File: config.mk
export PLATFORM = sky130hd
export DESIGN_NAME = vendor_ie_tlv_capability_parser
export DESIGN_NICKNAME = d
export VERILOG_FILES = /design/src/sv/vtlv_pkg.sv /design/src/sv/vtlv_in_stage.sv /design/src/sv/vtlv_attr_walk.sv /design/src/sv/vtlv_out_stage.sv /design/src/sv/vendor_ie_tlv_capability_parser.sv
export SDC_FILE = /design/constraint.sdc
export NUM_CORES = 1
export LEC_CHECK = 0
export BUFFER_PORTS_ARGS = -buffer_cell sky130_fd_sc_hd__buf_2
export CORE_UTILIZATION = 50
export CTS_BUF_LIST = sky130_fd_sc_hd__clkbuf_4
export DETAILED_ROUTE_END_ITERATION = 10
export PLACE_DENSITY = 0.68
export SLEW_MARGIN = 5
export SYNTH_ARGS = -nofsm -noshare
export SYNTH_HDL_FRONTEND = slang
export SYNTH_SLANG_ARGS = --single-unit
export TNS_END_PERCENT = 50
File: constraint.sdc
create_clock -name clk -period 11.27 [get_ports clk]
set_input_delay 0.5635 -clock clk [delete_from_list [all_inputs] [get_ports clk]]
set_output_delay 0.5635 -clock clk [all_outputs]
set_load 0.02 [all_outputs]
File: src/sv/vtlv_pkg.sv
// shared types and constants for the vendor element attribute parser
// no dependencies; imported by every module of the block
package vtlv_pkg;

  // configuration register indexes
  localparam logic [2:0] REG_EXPECTED_TYPE    = 3'd0;
  localparam logic [2:0] REG_ID_MCS_LOW_RATE  = 3'd1;
  localparam logic [2:0] REG_ID_SHORT_GUARD   = 3'd2;
  localparam logic [2:0] REG_ID_DOUBLE_LTF    = 3'd3;
  localparam logic [2:0] REG_ID_MCS_HIGH_RATE = 3'd4;

  // status codes
  localparam logic [1:0] ST_OK        = 2'd0;
  localparam logic [1:0] ST_BAD_HDR   = 2'd1;
  localparam logic [1:0] ST_MCS_SHORT = 2'd2;

  // attribute walk phases
  localparam logic [1:0] PH_ID  = 2'd0;
  localparam logic [1:0] PH_LEN = 2'd1;
  localparam logic [1:0] PH_VAL = 2'd2;

  localparam logic [2:0] HDR_LAST_IDX = 3'd3;
  localparam logic [2:0] HDR_DONE_IDX = 3'd4;

  localparam logic [7:0] LEN_MIN_LOW_RATE    = 8'd1;
  localparam logic [7:0] LEN_MIN_DOUBLE_LTF  = 8'd1;
  localparam logic [7:0] LEN_MIN_SHORT_GUARD = 8'd3;
  localparam logic [7:0] LEN_MIN_HIGH_RATE   = 8'd2;

  localparam int unsigned OUT_W = 40;

  typedef struct packed {
    logic [7:0] expected_type;
    logic [7:0] id_mcs_low_rate;
    logic [7:0] id_short_guard;
    logic [7:0] id_double_ltf;
    logic [7:0] id_mcs_high_rate;
  } cfg_t;

  typedef struct packed {
    logic       last_byte;
    logic [7:0] data_byte;
  } byte_beat_t;

  typedef struct packed {
    logic [15:0] mcs_cap;
    logic        mcs_valid;
    logic [1:0]  sgi_cap;
    logic        sgi_valid;
    logic [7:0]  ltf_cap;
    logic        ltf_valid;
    logic [7:0]  vht_cap;
    logic        vht_valid;
    logic [1:0]  status;
  } result_t;

endpackage

File: src/sv/vtlv_in_stage.sv
// input register stage of the attribute parser
// depends on vtlv_pkg
module vtlv_in_stage (
  input  logic                clk,
  input  logic                rst_n,
  input  logic                in_tvalid,
  output logic                in_tready,
  input  vtlv_pkg::byte_beat_t in_beat,
  input  logic                out_free,
  output logic                beat_fire,
  output vtlv_pkg::byte_beat_t beat
);
  import vtlv_pkg::*;

  logic       valid_r;
  byte_beat_t beat_r;

  // a non-last byte never needs the result slot
  assign beat_fire = valid_r && (!beat_r.last_byte || out_free);
  assign in_tready = !valid_r || beat_fire;
  assign beat      = beat_r;

  always_ff @(posedge clk) begin
    if (!rst_n) begin
      valid_r <= 1'b0;
    end else if (in_tready) begin
      valid_r <= in_tvalid;
    end
  end

  always_ff @(posedge clk) begin
    if (in_tready && in_tvalid) begin
      beat_r <= in_beat;
    end
  end

endmodule

File: src/sv/vtlv_attr_walk.sv
// header check, attribute walk and capture registers
// depends on vtlv_pkg
module vtlv_attr_walk (
  input  logic                 clk,
  input  logic                 rst_n,
  input  vtlv_pkg::cfg_t       cfg,
  input  logic                 beat_fire,
  input  vtlv_pkg::byte_beat_t beat,
  output vtlv_pkg::result_t    result
);
  import vtlv_pkg::*;

  logic [2:0]  idx_r, idx_nxt;
  logic [1:0]  phase_r, phase_nxt;
  logic        hdr_bad_r, hdr_bad_nxt;
  logic [7:0]  id_r, id_nxt;
  logic [7:0]  len_r, len_nxt;
  logic [7:0]  rem_r, rem_nxt;
  logic [7:0]  vb0_r, vb0_nxt;
  logic [7:0]  vb1_r, vb1_nxt;
  logic [3:0]  vld_r, vld_nxt;       // vht, ltf, sgi, mcs
  logic [7:0]  vht_r, vht_nxt;
  logic [7:0]  ltf_r, ltf_nxt;
  logic [1:0]  sgi_r, sgi_nxt;
  logic [15:0] mcs_r, mcs_nxt;
  logic        done_r, done_nxt;
  logic        err_r, err_nxt;
  logic        commit;
  logic [7:0]  commit_len;
  logic [7:0]  pos;
  logic [7:0]  b;

  assign b   = beat.data_byte;
  assign pos = len_r - rem_r;

  always_comb begin
    idx_nxt     = idx_r;
    phase_nxt   = phase_r;
    hdr_bad_nxt = hdr_bad_r;
    id_nxt      = id_r;
    len_nxt     = len_r;
    rem_nxt     = rem_r;
    vb0_nxt     = vb0_r;
    vb1_nxt     = vb1_r;
    commit      = 1'b0;
    commit_len  = len_r;

    if (idx_r < HDR_LAST_IDX) begin
      if (beat.last_byte) begin
        hdr_bad_nxt = 1'b1;
      end
      idx_nxt = idx_r + 3'd1;
    end else if (idx_r == HDR_LAST_IDX) begin
      if (b != cfg.expected_type) begin
        hdr_bad_nxt = 1'b1;
      end
      idx_nxt = HDR_DONE_IDX;
    end else if (!hdr_bad_r) begin
      case (phase_r)
        PH_LEN: begin
          len_nxt    = b;
          rem_nxt    = b;
          commit_len = b;
          if (b == 8'd0) begin
            commit    = 1'b1;
            phase_nxt = PH_ID;
          end else begin
            phase_nxt = PH_VAL;
          end
        end
        PH_VAL: begin
          if (pos == 8'd0) vb0_nxt = b;
          if (pos == 8'd1) vb1_nxt = b;
          rem_nxt = rem_r - 8'd1;
          if (rem_nxt == 8'd0) begin
            commit    = 1'b1;
            phase_nxt = PH_ID;
          end
        end
        default: begin
          id_nxt    = b;
          phase_nxt = PH_LEN;
        end
      endcase
    end
  end

  // commit of a complete attribute
  always_comb begin
    vld_nxt  = vld_r;
    vht_nxt  = vht_r;
    ltf_nxt  = ltf_r;
    sgi_nxt  = sgi_r;
    mcs_nxt  = mcs_r;
    done_nxt = done_r;
    err_nxt  = err_r;
    if (commit) begin
      if (id_r == cfg.id_mcs_low_rate && commit_len >= LEN_MIN_LOW_RATE) begin
        vht_nxt    = vb0_nxt;
        vld_nxt[0] = 1'b1;
      end else if (id_r == cfg.id_double_ltf && commit_len >= LEN_MIN_DOUBLE_LTF) begin
        ltf_nxt    = vb0_nxt;
        vld_nxt[1] = 1'b1;
      end else if (id_r == cfg.id_short_guard && commit_len >= LEN_MIN_SHORT_GUARD) begin
        sgi_nxt    = {vb1_nxt[0], vb0_nxt[0]};
        vld_nxt[2] = 1'b1;
      end
      if (!done_r && id_r == cfg.id_mcs_high_rate) begin
        done_nxt = 1'b1;
        if (commit_len < LEN_MIN_HIGH_RATE) begin
          err_nxt = 1'b1;
        end else begin
          mcs_nxt    = {vb1_nxt, vb0_nxt};
          vld_nxt[3] = 1'b1;
        end
      end
    end
  end

  // result for a last byte; caps without a valid mark read as zero
  always_comb begin
    result = '0;
    if (hdr_bad_nxt) begin
      result.status = ST_BAD_HDR;
    end else begin
      result.status    = err_nxt ? ST_MCS_SHORT : ST_OK;
      result.vht_valid = vld_nxt[0];
      result.vht_cap   = vld_nxt[0] ? vht_nxt : 8'd0;
      result.ltf_valid = vld_nxt[1];
      result.ltf_cap   = vld_nxt[1] ? ltf_nxt : 8'd0;
      result.sgi_valid = vld_nxt[2];
      result.sgi_cap   = vld_nxt[2] ? sgi_nxt : 2'd0;
      result.mcs_valid = vld_nxt[3];
      result.mcs_cap   = vld_nxt[3] ? mcs_nxt : 16'd0;
    end
  end

  always_ff @(posedge clk) begin
    if (!rst_n) begin
      idx_r     <= '0;
      phase_r   <= PH_ID;
      hdr_bad_r <= 1'b0;
      vld_r     <= '0;
      done_r    <= 1'b0;
      err_r     <= 1'b0;
    end else if (beat_fire) begin
      if (beat.last_byte) begin
        idx_r     <= '0;
        phase_r   <= PH_ID;
        hdr_bad_r <= 1'b0;
        vld_r     <= '0;
        done_r    <= 1'b0;
        err_r     <= 1'b0;
      end else begin
        idx_r     <= idx_nxt;
        phase_r   <= phase_nxt;
        hdr_bad_r <= hdr_bad_nxt;
        vld_r     <= vld_nxt;
        done_r    <= done_nxt;
        err_r     <= err_nxt;
      end
    end
  end

  always_ff @(posedge clk) begin
    if (beat_fire) begin
      id_r  <= id_nxt;
      len_r <= len_nxt;
      rem_r <= rem_nxt;
      vb0_r <= vb0_nxt;
      vb1_r <= vb1_nxt;
      vht_r <= vht_nxt;
      ltf_r <= ltf_nxt;
      sgi_r <= sgi_nxt;
      mcs_r <= mcs_nxt;
    end
  end

endmodule

File: src/sv/vtlv_out_stage.sv
// result register toward the output stream
// depends on vtlv_pkg
module vtlv_out_stage (
  input  logic                      clk,
  input  logic                      rst_n,
  input  logic                      load,
  input  vtlv_pkg::result_t         result,
  output logic                      out_free,
  output logic                      out_tvalid,
  input  logic                      out_tready,
  output logic [vtlv_pkg::OUT_W-1:0] out_tdata
);
  import vtlv_pkg::*;

  logic    valid_r;
  result_t data_r;

  assign out_free   = !valid_r || out_tready;
  assign out_tvalid = valid_r;
  assign out_tdata  = data_r;

  always_ff @(posedge clk) begin
    if (!rst_n) begin
      valid_r <= 1'b0;
    end else if (out_free) begin
      valid_r <= load;
    end
  end

  always_ff @(posedge clk) begin
    if (load) begin
      data_r <= result;
    end
  end

endmodule

File: src/sv/vendor_ie_tlv_capability_parser.sv
// top level of the vendor element attribute parser
// depends on vtlv_pkg, vtlv_in_stage, vtlv_attr_walk, vtlv_out_stage
//
// Takes a vendor element body one byte per beat (three OUI bytes, the vendor
// type byte, then id/length/value attributes), tlast on the final byte. The
// type byte must match expected_type. Each attribute's first two value bytes
// are held and committed only once its last value byte lies inside the body.
// On the tlast beat one result beat comes out: status (0 ok, 1 short body or
// wrong type, 2 MCS12/13 attribute under two bytes) and the captured fields
// with valid marks; a field without its mark reads as zero. One byte is taken
// every cycle unless the input stalls; a byte goes input register -> walk
// logic -> result register. Only a last byte waits on the result register, so
// output backpressure stalls the input only when a result beat is still
// pending. Configuration is written through a plain write port; the user must
// write it only while no element is in flight, which the block itself does
// not enforce. Bad indexes are ignored.
module vendor_ie_tlv_capability_parser (
  input  logic        clk,
  input  logic        rst_n,
  // configuration write port
  input  logic        cfg_we,
  input  logic [2:0]  cfg_index,
  input  logic [7:0]  cfg_wdata,
  // input byte stream
  input  logic        in_tvalid,
  output logic        in_tready,
  input  logic [7:0]  in_tdata,   // [7:0] data_byte
  input  logic        in_tlast,   // last_byte
  // result stream
  output logic        out_tvalid,
  input  logic        out_tready,
  output logic [39:0] out_tdata   // [1:0] status, [2] vht_valid, [10:3] vht_cap,
                                  // [11] ltf_valid, [19:12] ltf_cap, [20] sgi_valid,
                                  // [22:21] sgi_cap, [23] mcs_valid, [39:24] mcs_cap
);
  import vtlv_pkg::*;

  cfg_t       cfg_r;
  byte_beat_t in_beat;
  byte_beat_t beat;
  logic       beat_fire;
  logic       out_free;
  result_t    result;

  // register file, fixed reset values
  always_ff @(posedge clk) begin
    if (!rst_n) begin
      cfg_r.expected_type    <= 8'd1;
      cfg_r.id_mcs_low_rate  <= 8'd2;
      cfg_r.id_short_guard   <= 8'd3;
      cfg_r.id_double_ltf    <= 8'd4;
      cfg_r.id_mcs_high_rate <= 8'd5;
    end else if (cfg_we) begin
      unique case (cfg_index)
        REG_EXPECTED_TYPE:    cfg_r.expected_type    <= cfg_wdata;
        REG_ID_MCS_LOW_RATE:  cfg_r.id_mcs_low_rate  <= cfg_wdata;
        REG_ID_SHORT_GUARD:   cfg_r.id_short_guard   <= cfg_wdata;
        REG_ID_DOUBLE_LTF:    cfg_r.id_double_ltf    <= cfg_wdata;
        REG_ID_MCS_HIGH_RATE: cfg_r.id_mcs_high_rate <= cfg_wdata;
        default: ;
      endcase
    end
  end

  assign in_beat.data_byte = in_tdata;
  assign in_beat.last_byte = in_tlast;

  vtlv_in_stage u_in (
    .clk       (clk),
    .rst_n     (rst_n),
    .in_tvalid (in_tvalid),
    .in_tready (in_tready),
    .in_beat   (in_beat),
    .out_free  (out_free),
    .beat_fire (beat_fire),
    .beat      (beat)
  );

  vtlv_attr_walk u_walk (
    .clk       (clk),
    .rst_n     (rst_n),
    .cfg       (cfg_r),
    .beat_fire (beat_fire),
    .beat      (beat),
    .result    (result)
  );

  // a result is loaded only on the last byte of an element
  vtlv_out_stage u_out (
    .clk        (clk),
    .rst_n      (rst_n),
    .load       (beat_fire && beat.last_byte),
    .result     (result),
    .out_free   (out_free),
    .out_tvalid (out_tvalid),
    .out_tready (out_tready),
    .out_tdata  (out_tdata)
  );

endmodule
==> parameters.txt <==
Parameter                              Value

Timing
  Final-layout setup total negative slack ... 0 ps
  Final slew viol count ... 0
  Pin slew with the least headroom to its limit ... 1090 ps
  Hold Fails Final Rpt ... 0
  Final worst path period need ... ~4000 ps
  Unrepaired setup endpoints after global routing ... no
  Peak Freq ... 253 MHz
  Period utilization ... 35.1%
  Worst hold slack ... 134 ps
  Final Skew ... 12.8 ps
  Worst slew margin ... 26.9%
  Count of final setup violators ... 0

Logic synthesis
  Post-synthesis simple-gate area fraction ... 15.7%
  Synthesized-area fraction occupied by ao, oa, aoi and oai cells ... 11.4%
  Fraction of synthesized area in multiplexers ... about 4.0%
  Count of mapped cells out of synthesis ... 777
  Number of distinct library cells after synthesis ... 60
  Synthesized area per cell ... 10.6 um^2
  Xor-xnor portion of the synthesized cell area ... 5.12%
  Fraction of the mapped netlist area in adder cells ... around 2.2%
  Number of synthesized flops with an enable pin ... around 120
  Total of flip-flops plus latches after synthesis ... 177
  Main combinational cell family by area after synthesis ... simple AND/OR/NAND/NOR gates
  Prevailing post-synth register cell ... sky130_fd_sc_hd__edfxtp_1
  Top-area cell type share of the netlist area ... 44.9%
  Biggest area contributors in the synthesized netlist ... sky130_fd_sc_hd__edfxtp_1, sky130_fd_sc_hd__dfxtp_1, sky130_fd_sc_hd__nand2_1
  Fraction of registers with async set or reset after synthesis ... 0%
  Cell accounting for the most synthesized area ... sky130_fd_sc_hd__edfxtp_1
  Yosys warns ... 0
  Cell Area, Synth ... 0.00822 mm^2
  Number of nets in the synthesized netlist ... 816
  Sequential cell area fraction in the yosys report ... 58.1%

Final layout
  Total number of nets in the final design ... a little under 900
  Final standard cell area without fillers ... 0.00902 mm^2
  Fillers ... 1405
  Final antenna diode count ... 0
  Layout area overhead ... 9.79%
  Layout cell share with drive strength beyond 1 ... 14.8%

Detailed routing
  Antenna viol nets, final ... 0
  Ratio of routed vias to standard cells ... about 5.5
  Met2 wirelength from detailed routing ... 8.42 mm
  Detailed-routed wire length on met3 ... 865 um
  Via Count ... 5796
  Post-detailed-route wirelength per cell ... about 17 um
  Iteration count of the initial detailed-routing pass ... 5
  Drt total wl ... 17.9 mm
  Drt drc ... 0
  DRC marker count from the first detailed-route iteration ... 411
  Routed metal-1 wirelength ... 8.38 mm
  Top sig layer ... met4

CTS
  Total clock buffers created by CTS ... 17
  # clock sinks ... 177
  Clock-pin slew reported for the worst setup and hold paths after clock tree synthesis ... between 100 and 150 ps
  Number of buffers added to fix hold violations after cts ... 0
  Largest buffer count on any clock path ... 2
  Number of cells upsized or downsized after cts ... 0
  Post-CTS Setup Repair Bufs ... 0
  Clock root buffer ... sky130_fd_sc_hd__clkbuf_4
  Clock Latency Late Sink ... approximately 600 ps
  Number of H-tree levels ... 4
  CTS tree ... done

Flow run
  Number of maximum-capacitance constraint violations ... 0

Place
  Total of buffers placed on input and output ports ... 66
  HPWL reported at the end of detailed placement ... 12.3 mm
  Placed instance area ... between 0.008 and 0.009 mm^2
  Final RePlAce weighted congestion ... about 0.89

Pwr
  P per Cell Area ... 129 mW/mm^2
  Post-layout total power ... 0.00117 W
  Worst vdd rail ir drop ... 0.0000872 V
  Cell leakage power ... 3.25 nW

Critical path
  Crit path max fanout ... 8
  Category of the worst setup path launch point ... flop
  Worst Path Class, Setup ... reg -> reg
  Worst EP required ... 11600 ps
  Critical Path AT ... 4290 ps
  Setup crit end kind ... flop

Worst hold path
  Path class of the lowest-slack min-delay path ... in -> reg

Global route
  Maximum number of pins on one net before global-route repair ... a little under 70
  Number of global-route vias before repair ... 5497
  First-pass GRT wire length ... 28.6 mm
  Antenna violations before repair ... 0
  Gr ovfl total ... 0
  All-layer global routing usage ... 22.7%

Floorplanning
  Height of the chip ... 130 um
  Ports placed on the boundary ... 67
  Starting density of the core ... approximately half
  Die extent in x ... between 100 and 150 um
  Floorplan core area ... 0.0159 mm^2
  Placement Rows ... 46
  Area of the die ... 0.0170 mm^2

Run status
  Status ... finished clean
## state kept, by name (all words and copies together), names as in the netlist, 9 cells and up
name,flops
u_walk.mcs_r,16
cfg_r,40
u_in.beat,9
u_out.out_tdata,40
## stage by stage
step	cells	worst slack (ps)	utilization [%]
after floorplan	777	7010	-
after global placement	1029	7280	54.6
after detailed placement	1029	7280	54.6
after CTS	1061	7320	56.6
after global routing	1061	7020	56.6
final	1061	7310	56.6
## worst max-delay path: stages (launching register included)
cell and delay [ps]:
sky130_fd_sc_hd__edfxtp_1 520, sky130_fd_sc_hd__ha_1 280, sky130_fd_sc_hd__fa_1 530, sky130_fd_sc_hd__nand2_1 60, sky130_fd_sc_hd__a211o_2 330, sky130_fd_sc_hd__a2111oi_1 360, sky130_fd_sc_hd__nand4_1 200, sky130_fd_sc_hd__or3b_1 670
sky130_fd_sc_hd__mux2i_1 550, sky130_fd_sc_hd__o21ai_0 190
## cell families after synthesis
kind of cell	count (synthesis)
DFF	177
AOI/OAI and AO/OA	154
adders and majority gates	14
muxes	30
buffers and inverters	73
and+or+nand+nor	281
xor gates and xnor gates	48
## synthesized netlist by cell type, types with 2 or more instances
| cell type | n |
|---|---|
| sky130_fd_sc_hd__nand2b_1 | 2 |
| sky130_fd_sc_hd__mux2_2 | 7 |
| sky130_fd_sc_hd__nor2_1 | 32 |
| sky130_fd_sc_hd__nand4_1 | 8 |
| sky130_fd_sc_hd__and3_1 | 5 |
| sky130_fd_sc_hd__nand4b_1 | 2 |
| sky130_fd_sc_hd__a21oi_1 | 22 |
| sky130_fd_sc_hd__and2b_2 | 2 |
| sky130_fd_sc_hd__a21o_1 | 2 |
| sky130_fd_sc_hd__edfxtp_1 | 123 |
| sky130_fd_sc_hd__nand2_1 | 160 |
| sky130_fd_sc_hd__nor2b_1 | 5 |
| sky130_fd_sc_hd__or3_1 | 2 |
| sky130_fd_sc_hd__dfxtp_1 | 54 |
| sky130_fd_sc_hd__a31oi_1 | 5 |
| sky130_fd_sc_hd__mux2i_1 | 21 |
| sky130_fd_sc_hd__ha_1 | 13 |
| sky130_fd_sc_hd__inv_1 | 37 |
| sky130_fd_sc_hd__nor4_1 | 10 |
| sky130_fd_sc_hd__nor3_1 | 6 |
| sky130_fd_sc_hd__o31ai_1 | 2 |
| sky130_fd_sc_hd__or3b_2 | 4 |
| sky130_fd_sc_hd__o21ai_0 | 71 |
| sky130_fd_sc_hd__a21boi_0 | 38 |
| sky130_fd_sc_hd__and2_1 | 4 |
| sky130_fd_sc_hd__nor3b_1 | 3 |
| sky130_fd_sc_hd__clkbuf_1 | 29 |
| sky130_fd_sc_hd__xnor2_1 | 21 |
| sky130_fd_sc_hd__inv_2 | 2 |
| sky130_fd_sc_hd__buf_6 | 2 |
| sky130_fd_sc_hd__o21a_1 | 2 |
| sky130_fd_sc_hd__o2111ai_1 | 2 |
| sky130_fd_sc_hd__xor2_1 | 27 |
| sky130_fd_sc_hd__or2_2 | 2 |
| sky130_fd_sc_hd__nand3_1 | 25 |
## cell usage in the layout (no fill, tap or decap), drive strengths merged, types with 22 or more instances in the layout
cell type    n
nand2      160
edfxtp     123
o21ai       71
buf         70
dfxtp       54
inv         40
a21boi      38
nor2        32
xor2        27
nand3       25
a21oi       22
mux2i       22
## path summary, 6_finish.rpt
path | startpoint | endpoint | slack (ps) | cells after the start
max | u_walk.rem_r[0] | u_walk.mcs_r[4] | 7310 | 9
min | in_tdata[5] | u_in.beat[5] | 130 | 1
max reg2reg | u_walk.rem_r[0] | u_walk.mcs_r[4] | 7310 | 9
min reg2reg | cfg_r[3] | cfg_r[3] | 490 | 2
## power breakdown
part / switching, W / leakage [nW] / internal (W)
logic: 0.0000351 / 1.66 / 0.0000190
clock network: 0.000214 / 0.169 / 0.000184
registers: 0.0000118 / 1.42 / 0.000703
total: 0.000261 / 3.25 / 0.000907
## layer usage
layer  GRT usage (%)  up-vias
met2            36.9      172
met5               0        -
met4            7.05        0
met1            30.7     2763
met3            4.51       23
li1                -     2838
## cell type report
class	instances	area, um^2	area share [%]
flip-flops and latches	177	4770	52.9
multi-input cells	527	3150	34.9
repair buffers	70	360	3.99
well taps	216	270	3.00
clock inverters	11	161	1.79
clock buffers	21	158	1.75
inverters	39	146	1.62
Note: power is estimated with default switching activity, not from simulation.
